`src/dtr_ram.sv`:
```
// ============================================================================
// dtr_ram: generic single-port-write, single-port-read RAM
// One write and one read per cycle; the read data is registered.
// ============================================================================
module dtr_ram #(
  parameter int unsigned WIDTH = 8,
  parameter int unsigned DEPTH = 64
) (
  input  logic                     clk,
  input  logic                     we,
  input  logic [$clog2(DEPTH)-1:0] waddr,
  input  logic [WIDTH-1:0]         wdata,
  input  logic [$clog2(DEPTH)-1:0] raddr,
  output logic [WIDTH-1:0]         rdata
);

  logic [WIDTH-1:0] mem [DEPTH];

  always_ff @(posedge clk) begin
    if (we) begin
      mem[waddr] <= wdata;
    end
    rdata <= mem[raddr];
  end

endmodule

```
`config.mk`:
```
export PLATFORM = sky130hd
export DESIGN_NAME = dtr_ram
export DESIGN_NICKNAME = d
export VERILOG_FILES = /design/src/dtr_ram.sv
export SDC_FILE = /design/constraint.sdc
export NUM_CORES = 1
export LEC_CHECK = 0
export BUFFER_PORTS_ARGS = -buffer_cell sky130_fd_sc_hd__buf_2
export CAP_MARGIN = 0
export CORE_MARGIN = 2
export CORE_UTILIZATION = 48
export CTS_CLUSTER_SIZE = 8
export DETAILED_ROUTE_END_ITERATION = 12
export HOLD_SLACK_MARGIN = 0.02
export PLACE_DENSITY = 0.68
export SLEW_MARGIN = 10
export SYNTH_ARGS = -nofsm -noshare
export SYNTH_HDL_FRONTEND = slang
export SYNTH_SLANG_ARGS = --single-unit
```
`constraint.sdc`:
```
create_clock -name clk -period 2.1 [get_ports clk]
set_input_delay 0.525 -clock clk [delete_from_list [all_inputs] [get_ports clk]]
set_output_delay 0.525 -clock clk [all_outputs]
set_load 0.01 [all_outputs]
```
# After elaboration in Yosys (flattened, before gate mapping)
# Memory sizes are Yosys's and may differ from the RTL's. A register that Yosys moved wholly into a read port is not among the register bits.
# Index checks and enable logic that the tools add are counted.
dict set report word_totals {
  register_bits 0
  latchBits 0
  mem_bits_rw 512
  rom_bits 0
  inputBits 22
  output_inout_bits 8
  wordCells 3
  mem_count 1
}
# memory depth word_bits read_ports rd_clocked_by_memory_dff wr line
set mem_list {}
lappend mem_list {mem 64 8 1 1 1 17} ;# logic [WIDTH-1:0] mem [DEPTH];
dict set report op_classes {
  add_sub_neg 0
  n_mul 0
  n_div 0
  n_lt_le_gt_ge 0
  n_eq_ne 0
  n_shift 0
  n_mux 2
  bitwise_logic 0
  reduce_logical 0
}
# operator count
set op_table {}
lappend op_table {{$mux W1} 2}

# Depth between registers and ports, before layout
dict set report logic_depth {
  depth_word 2
  ltp_mapped 9
  depth_no_buf 5
}

# Worst setup path after synthesis
# No wires, ideal clock.
dict set report synth_path {
  kind {input port to flip-flop}
  startpoint {input port raddr[1]}
  endpoint {register rdata[3], read port of mem}
  setup_time_ns 0.128
  t_arrival_ns 2.065
  t_required_ns 1.972
  path_slack_ns -0.093
  stages 7
  path_buffers 3
  cell_sequence {buf_4 -> buf_2 -> buf_2 -> mux4_2 -> mux4_2 -> o21ai_1 -> o41ai_1}
}
# element line
set synth_lines {}
lappend synth_lines {{start, declared} 13} ;# input logic [$clog2(DEPTH)-1:0] raddr,
lappend synth_lines {{end, declared} 14} ;# output logic [WIDTH-1:0] rdata

==> reports/results.ini <==
[placement]
dp.cells = 1621
hpwl_um = 28300
gp_congestion = 0.777
io_buffers = 29

[worst_setup_path]
reg2reg_depth = 5
r2r-end = rdata[6]$_DFF_P_
cp_max_fo = 1
reg2reg_slack_ns = -0.02
cp.arrival_ns = 2.57
r2r_start = mem[21][6]$_DFFE_PP_
cp.required_ns = 2.55
cp-start-kind = register
endpoint_kind = register
critPathKind = register to register

[sta]
fin_crit_sh = 1.01
hold_violations = 0
post-route-min-period_ns = 2.12
fmax_ghz = 0.471
slew_violations = 0
max_slew_margin = 0.191
setup_violations = 1
rsz0062_at_grt = false
worstMarginPinSlew_ns = 1.21
finalClockSkew_ns = 0.0281
layout_setup_ws_ns = -0.0234
whs_ns = 0.379

[power_and_ir_drop]
p_sw_mw = 4.81
pwr-share-seq = 0.495
p_leak_nw = 7.95
power_density_nw_per_um2 = 967
clock_power_share = 0.454
switching_share = 0.206
pwr-share-comb = 0.051
p_int_mw = 18.5
ir_drop_uv = 678

[floorplan]
ioPinCount = 30
chipHeight_um = 209
initial_core_util = 0.484
std_cell_rows = 75
core_um2 = 41700
fp.dieW_um = 209
dieArea_um2 = 43700

[routing]
wirelength_um = 45200
ant_nets = 0
drt-pass1-iter-count = 5
drt-vias-per-instance = 5.89
drc_errors = 0
routedWlPerCell_um = 26.0
drtIter0Drc = 1069
dr_total_vias = 10200

[worst_hold_path]
hold_depth = 3
hp-class = primary input to register
min_to = rdata[0]$_DFF_P_
hold_start = raddr[5]

[layout]
final_nets = 1180
multiInputGateArea_um2 = 4320
drive_gt1_frac = 0.348
finalNonFillerCells = 1734
fin_util = 0.579
seqCellArea_um2 = 15500
area_growth_pct = 19.7
num-fill-cells = 3023

[global_route]
grt_pass1_wl_um = 67500
grt_max_degree = 65
grt_usage = 0.213
antenna_found_initial = 0
first_global_vias = 10600
grt-ovfl-total = 0

[yosys]
synth_seq_cells = 520
syn_area_per_cell_um2 = 21.5
synth.net_count = 962
syn-cell-area_um2 = 20200
synth_sequential_area_ratio = 0.770
synth_cell_types = 40
syn_inst = 940
yosys_warnings = 0

[cts]
cts_max_path_buffers = 3
numCtsBuffers = 74
cts_tree = built
cts_htree_levels = 3
cts_root_buffer = clkbuf_16
cts_sinks = 520
cts_hold_buf = 0
clkTransAtPathRegs_ns = 0.05
cts_setup_buffers = 0
clkLatencyLatePin_ns = 0.59
cts_resized = 1

[outcome]
violations = negative setup slack
status = complete, but fails checks

[run]
cap_violations = 0

==> layer usage <==
metal,global-route usage,vias up,part of all wire
met5,0,-,0
met4,0.0877,0,0.037
met3,0.0487,107,0.077
met2,0.326,434,0.47
met1,0.301,5308,0.41
li1,-,4361,-
==> cell type report <==
class                      instances  share of cell area
multi-input combinational        369               0.179
antenna                            1            0.000104
tap                              539              0.0279
timing repair buffer             193              0.0638
clock inverter                     6             0.00280
clock buffer                     106              0.0826
sequential                       520               0.644
==> flip-flops by register name, indices dropped and copies added (netlist names) <==
signal and cells:
mem 512, rdata 8
==> cells in the final DEF (no fill, tap or decap), drive strengths merged, types with 7 or more instances in the layout <==
cell type  synthesis  final
nand3             13     13
nor2              83     83
nand2             19     19
o22ai              8      8
mux2i             23     23
nor3               7      7
nand2b             7      7
edfxtp           512    512
mux4             126    126
clkbuf            17    107
buf               34    192
mux2              13     13
nor2b             14     14
o221ai             8      8
dfxtp              8      8
==> cell families (layout without fill, tap and decap cells) <==
| group | after synthesis | after routing | share of synthesized area |
|---|---|---|---|
| compound gates | 54 | 54 | 0.0207 |
| buf+inv | 51 | 305 | 0.0157 |
| flops | 520 | 520 | 0.770 |
| mux | 162 | 162 | 0.159 |
| other cells | 0 | 1 | 0 |
| simple gates | 153 | 153 | 0.0339 |
==> power by group through the flow <==
stage / registers (mW) / clock network, mW / logic (mW)
6_report: 11.6 / 10.6 / 1.19
5_1_grt: 11.6 / 11.2 / 1.27
4_1_cts: 11.6 / 10.8 / 1.20
3_5_place_dp: 11.8 / 0 / 1.19
3_3_place_gp: 11.7 / 0 / 1.17
2_1_floorplan: 11.7 / 0 / 0.617
==> worst max-delay path by stage <==
| stage | startpoint | endpoint | cells past startpoint | slack (ns) |
|---|---|---|---|---|
| after floorplan | raddr[1] | rdata[7]$_DFF_P_ | 8 | 0.0002 |
| after global placement | raddr[0] | rdata[4]$_DFF_P_ | 7 | -0.55 |
| after detailed placement | raddr[0] | rdata[4]$_DFF_P_ | 7 | -0.56 |
| after CTS | mem[16][6]$_DFFE_PP_ | rdata[6]$_DFF_P_ | 5 | 0.01 |
| after global routing | mem[21][6]$_DFFE_PP_ | rdata[6]$_DFF_P_ | 5 | 0.006 |
| final | mem[21][6]$_DFFE_PP_ | rdata[6]$_DFF_P_ | 5 | -0.02 |
==> cells in the mapped netlist <==
library cell	instances	share of area
o2bb2ai_1	3	0.0013
nand2b_1	7	0.0022
nand2_1	19	0.0035
o21ai_0	2	0.00050
nor3_1	7	0.0017
o311ai_1	1	0.00043
nand4_1	2	0.00062
nor2b_1	14	0.0043
a22oi_1	3	0.0011
or3_1	1	0.00031
nand3_1	13	0.0032
dfxtp_1	8	0.0079
mux2i_1	23	0.011
buf_2	11	0.0027
and2_1	1	0.00031
a2111oi_0	2	0.00087
mux2_2	13	0.0073
o21a_1	2	0.00074
nor2_1	83	0.015
nand3b_1	3	0.0011
a21oi_1	3	0.00074
o221a_2	2	0.0011
o21ai_1	2	0.00050
buf_12	2	0.0020
a211oi_1	4	0.0015
o2111ai_1	3	0.0013
a221oi_1	6	0.0026
buf_4	13	0.0048
a31oi_1	1	0.00031
o221ai_1	8	0.0035
edfxtp_1	512	0.76
nor4_1	2	0.00062
buf_1	4	0.00074
buf_6	4	0.0022
o22ai_1	8	0.0025
nand4b_1	1	0.00043
o32ai_1	2	0.00087
mux4_2	126	0.14
o41ai_1	2	0.00087
clkbuf_1	17	0.0032
==> critical path: stages, from the launching register on <==
cell	delay, ns
edfxtp_1	0.35
mux4_2	0.48
mux2_2	0.27
o221a_2	0.26
nor3_1	0.45
o32ai_1	0.15
==> through the flow <==
stage	total power, mW	cell area (um^2)	TNS, ns	worst slack, ns
5_1_grt	24.0	24100	0	0.00637
2_1_floorplan	12.4	20200	0	0.000236
3_3_place_gp	12.9	22100	-3.25	-0.553
6_report	23.3	24100	-0.0234	-0.0234
3_5_place_dp	12.9	22100	-3.33	-0.562
4_1_cts	23.5	24100	0	0.0112
Note: power is estimated with default switching activity, not from simulation.
